<file path="src/design/eucjp_pkg.sv">
// Shared types, constants and escape tables for the EUC-JP to Compound Text converter.
`default_nettype none
package eucjp_pkg;

    localparam int QDEPTH = 4;
    localparam int QPTR_W = $clog2(QDEPTH);
    localparam int QCNT_W = $clog2(QDEPTH + 1);

    localparam logic [7:0] BYTE_NUL  = 8'h00;
    localparam logic [7:0] BYTE_SS2  = 8'h8e;
    localparam logic [7:0] BYTE_SS3  = 8'h8f;
    localparam logic [7:0] ASCII_MAX = 8'h7f;

    typedef enum logic [1:0] {
        SET_NONE   = 2'd0,
        SET_JX0201 = 2'd1,
        SET_JX0208 = 2'd2,
        SET_JX0212 = 2'd3
    } right_set_t;

    // One queued command: an optional escape sequence, then an optional byte.
    typedef struct packed {
        right_set_t  esc_sel;
        logic        has_byte;
        logic [7:0]  data;
        logic        eot;
        logic        trunc;
    } cmd_t;

    function automatic logic [2:0] esc_len(input right_set_t sel);
        logic [2:0] len;
        unique case (sel)
            SET_NONE:   len = 3'd0;
            SET_JX0201: len = 3'd3;
            SET_JX0208: len = 3'd4;
            SET_JX0212: len = 3'd4;
            default:    len = 3'd0;
        endcase
        return len;
    endfunction

    function automatic logic [7:0] esc_byte(input right_set_t sel, input logic [1:0] idx);
        logic [7:0] b;
        b = 8'h1b;
        unique case (idx)
            2'd0: b = 8'h1b;
            2'd1: b = (sel == SET_JX0201) ? 8'h29 : 8'h24;
            2'd2: b = (sel == SET_JX0201) ? 8'h49 : 8'h29;
            2'd3: b = (sel == SET_JX0212) ? 8'h44 : 8'h42;
            default: b = 8'h1b;
        endcase
        return b;
    endfunction

endpackage
`default_nettype wire

</file>
<file path="src/design/eucjp_in_if.sv">
// Input channel interface: one EUC-JP byte per item.
`default_nettype none
interface eucjp_in_if;
    logic       valid;
    logic       ready;
    logic [7:0] in_byte;

    modport source (output valid, output in_byte, input ready);
    modport sink   (input valid, input in_byte, output ready);
endinterface
`default_nettype wire

</file>
<file path="src/design/eucjp_out_if.sv">
// Output channel interface: one Compound Text byte per item with its flags.
`default_nettype none
interface eucjp_out_if;
    logic       valid;
    logic       ready;
    logic [7:0] out_byte;
    logic       last_of_run;
    logic       end_of_text;
    logic       truncated;

    modport source (output valid, output out_byte, output last_of_run,
                    output end_of_text, output truncated, input ready);
    modport sink   (input valid, input out_byte, input last_of_run,
                    input end_of_text, input truncated, output ready);
endinterface
`default_nettype wire

</file>
<file path="src/design/eucjp_to_compound_text_core.sv">
// EUC-JP to Compound Text converter: front end, command queue and byte emitter.
// An accepted byte's result passes through the command queue and then the output register.
// Throughput: one input byte per cycle while the queue has room; a set change adds 3 or 4
// escape bytes; the byte emitter sends one output byte per cycle while ctext is ready.
// Reset (rst_n low, asynchronous) clears the designated set, the trail count,
// the queue and the output register; no clearing pass follows.
`default_nettype none
module eucjp_to_compound_text_core (
    input  wire logic    clk,
    input  wire logic    rst_n,
    eucjp_in_if.sink     euc,
    eucjp_out_if.source  ctext
);

    logic            push_valid, push_ready;
    logic            pop_valid, pop_ready;
    eucjp_pkg::cmd_t push_cmd, pop_cmd;

    eucjp_front u_front (
        .clk        (clk),
        .rst_n      (rst_n),
        .euc        (euc),
        .push_valid (push_valid),
        .push_cmd   (push_cmd),
        .push_ready (push_ready)
    );

    eucjp_cmdq u_cmdq (
        .clk        (clk),
        .rst_n      (rst_n),
        .push_valid (push_valid),
        .push_cmd   (push_cmd),
        .push_ready (push_ready),
        .pop_valid  (pop_valid),
        .pop_cmd    (pop_cmd),
        .pop_ready  (pop_ready)
    );

    eucjp_back u_back (
        .clk       (clk),
        .rst_n     (rst_n),
        .pop_valid (pop_valid),
        .pop_cmd   (pop_cmd),
        .pop_ready (pop_ready),
        .ctext     (ctext)
    );

endmodule
`default_nettype wire

</file>
<file path="src/design/eucjp_front.sv">
// Front end: accepts EUC-JP bytes, tracks the designated set and trail count, issues commands.
`default_nettype none
module eucjp_front (
    input  wire logic          clk,
    input  wire logic          rst_n,
    eucjp_in_if.sink           euc,
    output logic               push_valid,
    output eucjp_pkg::cmd_t    push_cmd,
    input  wire logic          push_ready
);

    eucjp_pkg::right_set_t right_set_reg, right_set_next;
    logic [1:0]            trail_left_reg, trail_left_next;
    logic                  has_result;
    logic                  accept;

    assign euc.ready  = push_ready;
    assign accept     = euc.valid && push_ready;
    assign push_valid = accept && has_result;

    always_comb
    begin
        right_set_next    = right_set_reg;
        trail_left_next   = trail_left_reg;
        has_result        = 1'b1;
        push_cmd.esc_sel  = eucjp_pkg::SET_NONE;
        push_cmd.has_byte = 1'b1;
        push_cmd.data     = euc.in_byte;
        push_cmd.eot      = 1'b0;
        push_cmd.trunc    = 1'b0;
        priority if (euc.in_byte == eucjp_pkg::BYTE_NUL)
        begin
            push_cmd.eot    = 1'b1;
            push_cmd.trunc  = (trail_left_reg != 2'd0);
            right_set_next  = eucjp_pkg::SET_NONE;
            trail_left_next = 2'd0;
        end
        else if (trail_left_reg != 2'd0)
        begin
            trail_left_next = trail_left_reg - 2'd1;
        end
        else if (euc.in_byte <= eucjp_pkg::ASCII_MAX)
        begin
            has_result = 1'b1;
        end
        else if (euc.in_byte == eucjp_pkg::BYTE_SS2)
        begin
            // The shift byte itself is dropped; only a set change produces output.
            push_cmd.has_byte = 1'b0;
            has_result        = (right_set_reg != eucjp_pkg::SET_JX0201);
            push_cmd.esc_sel  = has_result ? eucjp_pkg::SET_JX0201 : eucjp_pkg::SET_NONE;
            right_set_next    = eucjp_pkg::SET_JX0201;
            trail_left_next   = 2'd1;
        end
        else if (euc.in_byte == eucjp_pkg::BYTE_SS3)
        begin
            push_cmd.has_byte = 1'b0;
            has_result        = (right_set_reg != eucjp_pkg::SET_JX0212);
            push_cmd.esc_sel  = has_result ? eucjp_pkg::SET_JX0212 : eucjp_pkg::SET_NONE;
            right_set_next    = eucjp_pkg::SET_JX0212;
            trail_left_next   = 2'd2;
        end
        else
        begin
            push_cmd.esc_sel = (right_set_reg != eucjp_pkg::SET_JX0208)
                             ? eucjp_pkg::SET_JX0208 : eucjp_pkg::SET_NONE;
            right_set_next   = eucjp_pkg::SET_JX0208;
            trail_left_next  = 2'd1;
        end
    end

    always_ff @(posedge clk or negedge rst_n)
    begin
        if (!rst_n)
        begin
            right_set_reg  <= eucjp_pkg::SET_NONE;
            trail_left_reg <= 2'd0;
        end
        else if (accept)
        begin
            right_set_reg  <= right_set_next;
            trail_left_reg <= trail_left_next;
        end
    end

endmodule
`default_nettype wire

</file>
<file path="src/design/eucjp_cmdq.sv">
// Short command queue between the front end and the byte emitter.
`default_nettype none
module eucjp_cmdq (
    input  wire logic          clk,
    input  wire logic          rst_n,
    input  wire logic          push_valid,
    input  eucjp_pkg::cmd_t    push_cmd,
    output logic               push_ready,
    output logic               pop_valid,
    output eucjp_pkg::cmd_t    pop_cmd,
    input  wire logic          pop_ready
);

    eucjp_pkg::cmd_t                mem_reg [eucjp_pkg::QDEPTH];
    logic [eucjp_pkg::QPTR_W-1:0]   head_reg, head_next;
    logic [eucjp_pkg::QPTR_W-1:0]   tail_reg, tail_next;
    logic [eucjp_pkg::QCNT_W-1:0]   count_reg, count_next;
    logic                           do_push, do_pop;

    assign push_ready = (count_reg != eucjp_pkg::QCNT_W'(eucjp_pkg::QDEPTH));
    assign pop_valid  = (count_reg != '0);
    assign pop_cmd    = mem_reg[head_reg];
    assign do_push    = push_valid && push_ready;
    assign do_pop     = pop_valid && pop_ready;

    always_comb
    begin
        head_next  = do_pop  ? head_reg + eucjp_pkg::QPTR_W'(1) : head_reg;
        tail_next  = do_push ? tail_reg + eucjp_pkg::QPTR_W'(1) : tail_reg;
        count_next = count_reg;
        unique case ({do_push, do_pop})
            2'b10:   count_next = count_reg + eucjp_pkg::QCNT_W'(1);
            2'b01:   count_next = count_reg - eucjp_pkg::QCNT_W'(1);
            default: count_next = count_reg;
        endcase
    end

    always_ff @(posedge clk or negedge rst_n)
    begin
        if (!rst_n)
        begin
            head_reg  <= '0;
            tail_reg  <= '0;
            count_reg <= '0;
        end
        else
        begin
            head_reg  <= head_next;
            tail_reg  <= tail_next;
            count_reg <= count_next;
        end
    end

    always_ff @(posedge clk)
    begin
        if (do_push)
        begin
            mem_reg[tail_reg] <= push_cmd;
        end
    end

endmodule
`default_nettype wire

</file>
<file path="src/design/eucjp_back.sv">
// Back end: sends each command's escape bytes and optional byte, one per cycle while ready.
`default_nettype none
module eucjp_back (
    input  wire logic          clk,
    input  wire logic          rst_n,
    input  wire logic          pop_valid,
    input  eucjp_pkg::cmd_t    pop_cmd,
    output logic               pop_ready,
    eucjp_out_if.source        ctext
);

    logic [2:0] pos_reg, pos_next;
    logic       valid_reg, valid_next;
    logic [7:0] byte_reg, byte_next;
    logic       last_reg, last_next;
    logic       eot_reg, eot_next;
    logic       trunc_reg, trunc_next;
    logic       advance;
    logic [2:0] elen;
    logic [2:0] total;
    logic       at_last;

    assign advance = !valid_reg || ctext.ready;
    assign elen    = eucjp_pkg::esc_len(pop_cmd.esc_sel);
    assign total   = elen + {2'b00, pop_cmd.has_byte};
    assign at_last = (pos_reg == total - 3'd1);
    // The queue entry is released together with its final byte.
    assign pop_ready = advance && at_last;

    always_comb
    begin
        pos_next   = pos_reg;
        valid_next = valid_reg;
        byte_next  = byte_reg;
        last_next  = last_reg;
        eot_next   = eot_reg;
        trunc_next = trunc_reg;
        if (advance)
        begin
            valid_next = pop_valid;
            if (pop_valid)
            begin
                byte_next  = (pos_reg < elen) ? eucjp_pkg::esc_byte(pop_cmd.esc_sel, pos_reg[1:0])
                                              : pop_cmd.data;
                last_next  = at_last;
                eot_next   = pop_cmd.eot && at_last;
                trunc_next = pop_cmd.trunc && at_last;
                pos_next   = at_last ? 3'd0 : pos_reg + 3'd1;
            end
        end
    end

    always_ff @(posedge clk or negedge rst_n)
    begin
        if (!rst_n)
        begin
            valid_reg <= 1'b0;
            pos_reg   <= 3'd0;
        end
        else
        begin
            valid_reg <= valid_next;
            pos_reg   <= pos_next;
        end
    end

    always_ff @(posedge clk)
    begin
        byte_reg  <= byte_next;
        last_reg  <= last_next;
        eot_reg   <= eot_next;
        trunc_reg <= trunc_next;
    end

    assign ctext.valid       = valid_reg;
    assign ctext.out_byte    = byte_reg;
    assign ctext.last_of_run = last_reg;
    assign ctext.end_of_text = eot_reg;
    assign ctext.truncated   = trunc_reg;

endmodule
`default_nettype wire

</file>
<file path="src/flat_wrapper.sv">
// flat-port wrapper written by rule: the top's interface ports become plain ports
module eucjp_to_compound_text_core_flat 
  (clk, rst_n, euc_valid, euc_in_byte, euc_ready, ctext_valid, ctext_out_byte, ctext_last_of_run, ctext_end_of_text, ctext_truncated, ctext_ready);
  eucjp_in_if euc_i ();
  eucjp_out_if ctext_i ();
  input  wire logic clk;
  input  wire logic rst_n;
  input wire logic [$bits(euc_i.valid)-1:0] euc_valid;
  input wire logic [$bits(euc_i.in_byte)-1:0] euc_in_byte;
  output wire logic [$bits(euc_i.ready)-1:0] euc_ready;
  output wire logic [$bits(ctext_i.valid)-1:0] ctext_valid;
  output wire logic [$bits(ctext_i.out_byte)-1:0] ctext_out_byte;
  output wire logic [$bits(ctext_i.last_of_run)-1:0] ctext_last_of_run;
  output wire logic [$bits(ctext_i.end_of_text)-1:0] ctext_end_of_text;
  output wire logic [$bits(ctext_i.truncated)-1:0] ctext_truncated;
  input wire logic [$bits(ctext_i.ready)-1:0] ctext_ready;
  assign euc_i.valid = euc_valid;
  assign euc_i.in_byte = euc_in_byte;
  assign euc_ready = euc_i.ready;
  assign ctext_valid = ctext_i.valid;
  assign ctext_out_byte = ctext_i.out_byte;
  assign ctext_last_of_run = ctext_i.last_of_run;
  assign ctext_end_of_text = ctext_i.end_of_text;
  assign ctext_truncated = ctext_i.truncated;
  assign ctext_i.ready = ctext_ready;
  eucjp_to_compound_text_core u_core (.clk(clk), .rst_n(rst_n), .euc(euc_i), .ctext(ctext_i));
endmodule
</file>
<file path="config.mk">
export PLATFORM = sky130hd
export DESIGN_NAME = eucjp_to_compound_text_core_flat
export DESIGN_NICKNAME = d
export VERILOG_FILES = /design/src/design/eucjp_pkg.sv /design/src/design/eucjp_in_if.sv /design/src/design/eucjp_out_if.sv /design/src/design/eucjp_to_compound_text_core.sv /design/src/design/eucjp_front.sv /design/src/design/eucjp_cmdq.sv /design/src/design/eucjp_back.sv /design/src/flat_wrapper.sv
export SDC_FILE = /design/constraint.sdc
export NUM_CORES = 1
export LEC_CHECK = 0
export BUFFER_PORTS_ARGS = -buffer_cell sky130_fd_sc_hd__buf_2
export CORE_ASPECT_RATIO = 1.5
export CORE_UTILIZATION = 54
export CTS_BUF_LIST = sky130_fd_sc_hd__clkbuf_16
export DETAILED_ROUTE_END_ITERATION = 16
export PLACE_DENSITY = 0.8
export SLEW_MARGIN = 20
export SYNTH_ARGS = -nofsm -noshare
export SYNTH_HDL_FRONTEND = slang
export SYNTH_HIERARCHICAL = 1
export SYNTH_SLANG_ARGS = --single-unit
export TNS_END_PERCENT = 1
</file>
<file path="constraint.sdc">
create_clock -name clk -period 3.41 [get_ports clk]
set_input_delay 0.5115 -clock clk [delete_from_list [all_inputs] [get_ports clk]]
set_output_delay 0.5115 -clock clk [all_outputs]
set_load 0.05 [all_outputs]
</file>
== Word-level counts from Yosys, hierarchy flattened ==
Memories as Yosys holds them, arrays and structs flattened.
Index checks and enable logic that the tools add are counted.

* $lt $le $gt $ge: 2
* Reductions and logical operators: 19
* Mux-type cells: 35
* $add $sub $neg: 8
* Equal/unequal tests: 18

{| class="wikitable"
|+ Operators by type and width
! cell !! number
|-
| $pmux 8 s4 || 1
|-
| $mux 2 || 13
|-
| $mux 3 || 6
|-
| $eq 8x8->1 const B || 2
|-
| $eq 2x2->1 const B || 5
|-
| $mux 1 || 10
|-
| $pmux 3 s3 || 1
|-
| $le 8x7->1 const B || 1
|-
| $logic_not 8->1 || 1
|-
| $mux 8 || 1
|-
| $ne 2x2->1 const B || 4
|-
| $logic_and 1x1->1 || 7
|-
| $mux 7 || 1
|-
| $add 3x1->3 const B || 2
|-
| $eq 2x1->1 const B || 3
|-
| $ne 3x3->1 const B || 2
|-
| $pmux 3 s2 || 1
|-
| $sub 3x1->3 const B || 2
|-
| $add 2x1->2 const B || 2
|-
| $logic_not 2->1 || 2
|-
| $mux 4 || 1
|-
| $reduce_and 2->1 || 2
|-
| $reduce_bool 2->1 || 2
|-
| $add 3x1->3 || 1
|-
| 9 further kinds || 9
|}

* Memory bits (writable): 52
* Output and inout port bits: 13
* Memories: 1
* Register bits: 26

{| class="wikitable"
|+ Memory list
! name !! depth !! bits a word !! rd ports !! clocked after memory_dff !! write ports !! line !! text
|-
| u_core.u_cmdq.mem_reg || 4 || 13 || 1 || 0 || 1 || eucjp_cmdq.sv:14 || <nowiki>eucjp_pkg::cmd_t mem_reg [eucjp_pkg::QDEPTH];</nowiki>
|}

== Depth between registers and ports, before layout ==
An unclocked memory read counts as a cell.

* Depth after elaboration: 11
* Mapped depth: 16
* Gate-level depth less buffers: 14

== Hierarchy ==
Netlist, hierarchy kept.

{| class="wikitable"
|+ Modules (own cells, without submodules)
! module !! times used !! cells each !! area each (um^2)
|-
| eucjp_cmdq || 1 || 105 || 2304.7
|-
| eucjp_back || 1 || 74 || 877.1
|-
| eucjp_front || 1 || 53 || 450.4
|}

== Worst setup path after synthesis ==
Ideal clock, no wire load.

* Path kind: register -> register
* Start: register u_core/u_cmdq/head_reg[0] in the netlist's numbering
* End: register u_core/u_cmdq/count_reg[2] in the netlist's numbering
* Data arrival time: 3.473 ns
* Library setup time: 0.079 ns
* Data required time: 3.331 ns
* Stages on the path, launching flop included: 17
* Buffers on the path: 2
* Path slack: -0.143 ns
* Path through: dfrtp_1 -> buf_2 -> buf_4 -> mux4_2 -> and2b_2 -> inv_1 -> ha_1 -> xnor2_1 -> nor3_4 -> and2_2 -> o31a_2 -> ha_1 -> inv_1 -> fa_1 -> xor2_1 -> nor2_1 -> xor2_1

{| class="wikitable"
|+ RTL lines
! item !! line !! text
|-
| from (decl) || eucjp_cmdq.sv:15 || <nowiki>logic [eucjp_pkg::QPTR_W-1:0] head_reg, head_next;</nowiki>
|-
| from (signal assigned) || eucjp_cmdq.sv:48 || <nowiki>head_reg <= head_next;</nowiki>
|-
| to (signal assigned) || eucjp_cmdq.sv:50 || <nowiki>count_reg <= count_next;</nowiki>
|-
| to (decl) || eucjp_cmdq.sv:17 || <nowiki>logic [eucjp_pkg::QCNT_W-1:0] count_reg, count_next;</nowiki>
|}

==> flow_metrics.env <==
export IMPL_drt_iter0_markers=168
export IMPL_synthCells=232
export IMPL_crit_path_max_fanout=4
export IMPL_hold_class="in2async"
export IMPL_power_total_mw=4.359
export IMPL_die_area_mm2=0.007065
export IMPL_grt_usage_pct=19.79
export IMPL_diodes=0
export IMPL_fin_crit_sh_pct=95.18
export IMPL_ctsRootBufferMaster="clkbuf_16"
export IMPL_cts_tree="done"
export IMPL_netlist_area_mm2=0.003632
export IMPL_die_h_um=102.4
export IMPL_crit_path_start="u_core/u_cmdq/head_reg[0]"
export IMPL_max_clock_freq_mhz=308.1
export IMPL_critPathCaptureType="flip-flop"
export IMPL_yosysUniqueCellTypes=58
export IMPL_ctsHoldBuffers=0
export IMPL_timing_rr_start="u_core/u_cmdq/head_reg[0]"
export IMPL_h_tree_depth=3
export IMPL_synth_fp_nets=258
export IMPL_start_kind="flip-flop"
export IMPL_cts_sinks=78
export IMPL_finalHoldViolations=0
export IMPL_die_w_um=68.97
export IMPL_drv_slew=0
export IMPL_fin_worst_skew_ns=0.004123
export IMPL_gr_total_overflow=0
export IMPL_drc=0
export IMPL_grt_max_degree=17
export IMPL_rows=36
export IMPL_firstDrtPassIters=5
export IMPL_placed_area_mm2=0.003796
export IMPL_finalSetupViolCount=0
export IMPL_routabilityCongestion=0.7871
export IMPL_grt_pass1_vias=1944
export IMPL_grt_pass1_wl_um=9425
export IMPL_critPathCapture="u_core/u_cmdq/count_reg[2]"
export IMPL_final_cell_mix="edfxtp_1, buf_2, dfrtp_1"
export IMPL_status="complete, no violations"
export IMPL_largest_reg_flops=52
export IMPL_crit_type="reg2reg"
export IMPL_whs_ns=0.08926
export IMPL_reg2reg_setup_slack_ns=0.16
export IMPL_drive_gt1_share_pct=33.33
export IMPL_clk_pin_slew_worst_paths_ns=0.06
export IMPL_fp_coreArea_mm2=0.006486
export IMPL_ir_drop_mv=0.5109
export IMPL_antenna_found_initial=0
export IMPL_syn_mean_instance_area_um2=15.66
export IMPL_clock_latency_ns=0.33
export IMPL_syn_to_final_growth_pct=14.19
export IMPL_final_common_cell="edfxtp_1"
export IMPL_design_area_mm2=0.004148
export IMPL_ant_nets=0
export IMPL_worstReg2RegEnd="u_core/u_cmdq/count_reg[2]"
export IMPL_dp_final_hpwl_um=4094
export IMPL_portBuffers=24
export IMPL_worst_slack_ns=0.1643
export IMPL_cts_buffer_depth=2
export IMPL_yosysWarnings=6
export IMPL_relSlewSlack_pct=58.62
export IMPL_dp_slack_ns=0.08992
export IMPL_worstMarginPinSlew_ns=0.6207
export IMPL_async_reset_ff_share_pct=19.23
export IMPL_power_density_mw_per_mm2=1051
export IMPL_leakage_nw=1.565
export IMPL_nets=285
export IMPL_drv_cap=0
export IMPL_initial_core_util_pct=56.00
export IMPL_required_ns=3.66
export IMPL_viasPerCell=5.856
export IMPL_vias=1991
export IMPL_drt_wirelength_per_cell_um=17.58
export IMPL_synth_seq_cells=78
export IMPL_routed_wirelength_um=5976
export IMPL_cp_arrival_ns=3.50
export IMPL_cts_buffers=9
export IMPL_synth_edf_count=63
export IMPL_fin_crit_ns=3.246
export IMPL_io_pins=25
export IMPL_ff2ff_path_depth=14
export IMPL_yosysSeqAreaShare_pct=62.42
export IMPL_synthFlopType="edfxtp_1"
## cells by family (layout without fill, tap and decap cells)
group | Yosys count | in the layout | synth area share, %
buffers and inverters | 31 | 63 | 4.581
adder cells (fa/ha/maj) | 14 | 14 | 5.029
AO/OA/AOI/OAI | 30 | 30 | 5.994
multiplexers | 17 | 17 | 9.335
AND/OR/NAND/NOR | 52 | 52 | 9.818
flip-flops | 78 | 78 | 62.42
XOR/XNOR | 10 | 10 | 2.825
## timing repair
action / in CTS / in global routing
gates resized for setup: 0 / 4
buffers inserted: 0 / 2
setup endpoints to repair: 0 / 1
## worst min path at each step
stage          start  cells past startpoint                   endpoint  slack [ns]
2_1_floorplan  rst_n                      0  u_core/u_back/ctext.valid        0.22
3_3_place_gp   rst_n                      1   u_core/u_back/pos_reg[2]        0.46
3_5_place_dp   rst_n                      1   u_core/u_back/pos_reg[0]        0.45
4_1_cts        rst_n                      1   u_core/u_back/pos_reg[0]        0.09
5_1_grt        rst_n                      1   u_core/u_back/pos_reg[0]         0.1
6_report       rst_n                      1   u_core/u_back/pos_reg[0]        0.09
## worst max-delay path, stage by stage, from the launching register on
cell and delay [ns]:
dfrtp_2 0.41, mux4_2 0.53, and2b_2 0.25, inv_2 0.06
ha_2 0.17, xor3_1 0.38, nor3_4 0.15, and2_4 0.16
o31a_4 0.15, ha_4 0.13, inv_1 0.05, fa_2 0.33
xor2_1 0.14, nor2_1 0.11, xor2_1 0.16
## cell usage after synthesis (2+ instances only)
cell	count	area share (%)
and3_2	4	0.83
a21boi_0	2	0.41
o21ai_1	2	0.28
mux4_2	13	8.1
edfxtp_1	63	52
dfrtp_1	15	10
a21oi_1	6	0.83
or3b_4	2	0.62
ha_1	13	4.5
a211oi_1	2	0.41
xor2_1	3	0.72
buf_4	10	2.1
mux2i_1	2	0.55
o211ai_1	2	0.41
buf_2	4	0.55
nand3b_1	2	0.41
and2_1	3	0.52
nand2_1	11	1.1
nor3_4	2	0.90
or3_1	2	0.34
xnor2_1	6	1.4
inv_1	14	1.4
o311ai_1	2	0.48
and2_2	3	0.62
o21ai_0	4	0.55
nand3_1	2	0.28
nand2b_1	5	0.86
nor2_1	3	0.31
## layout make-up
class | instances | area (µm²)
clock inverter | 7 | 97.59
multi-input combinational | 123 | 1225
sequential | 78 | 2268
tap | 76 | 95.09
clock buffer | 9 | 225.2
fill | 487 | 2338
timing repair buffer | 32 | 180.2
inverter | 15 | 56.30
## power by group
group / total [mW] / leakage, nW / switching, mW / internal, mW
Sequential: 1.55 / 0.761 / 0.159 / 1.39
Combinational: 1.80 / 0.650 / 1.02 / 0.780
Clock: 1.01 / 0.154 / 0.366 / 0.643
## stage by stage
step           instances  setup TNS, ns  utilization [%]
2_1_floorplan        232              0                -
3_3_place_gp         322              0            58.53
3_5_place_dp         322              0            58.53
4_1_cts              338              0            63.50
5_1_grt              340       -0.01390            63.95
6_report             340              0            63.95
## per-layer routing
metal	wire (µm)	track usage [%]	part of all wire, %	up-vias
li1	-	-	-	931
met1	2338	22.52	39	995
met2	3271	32.79	55	52
met3	187	5.357	3.1	13
met4	178	11.15	3.0	0
met5	0	0	0	-
Power figures use the tool's default switching activity.
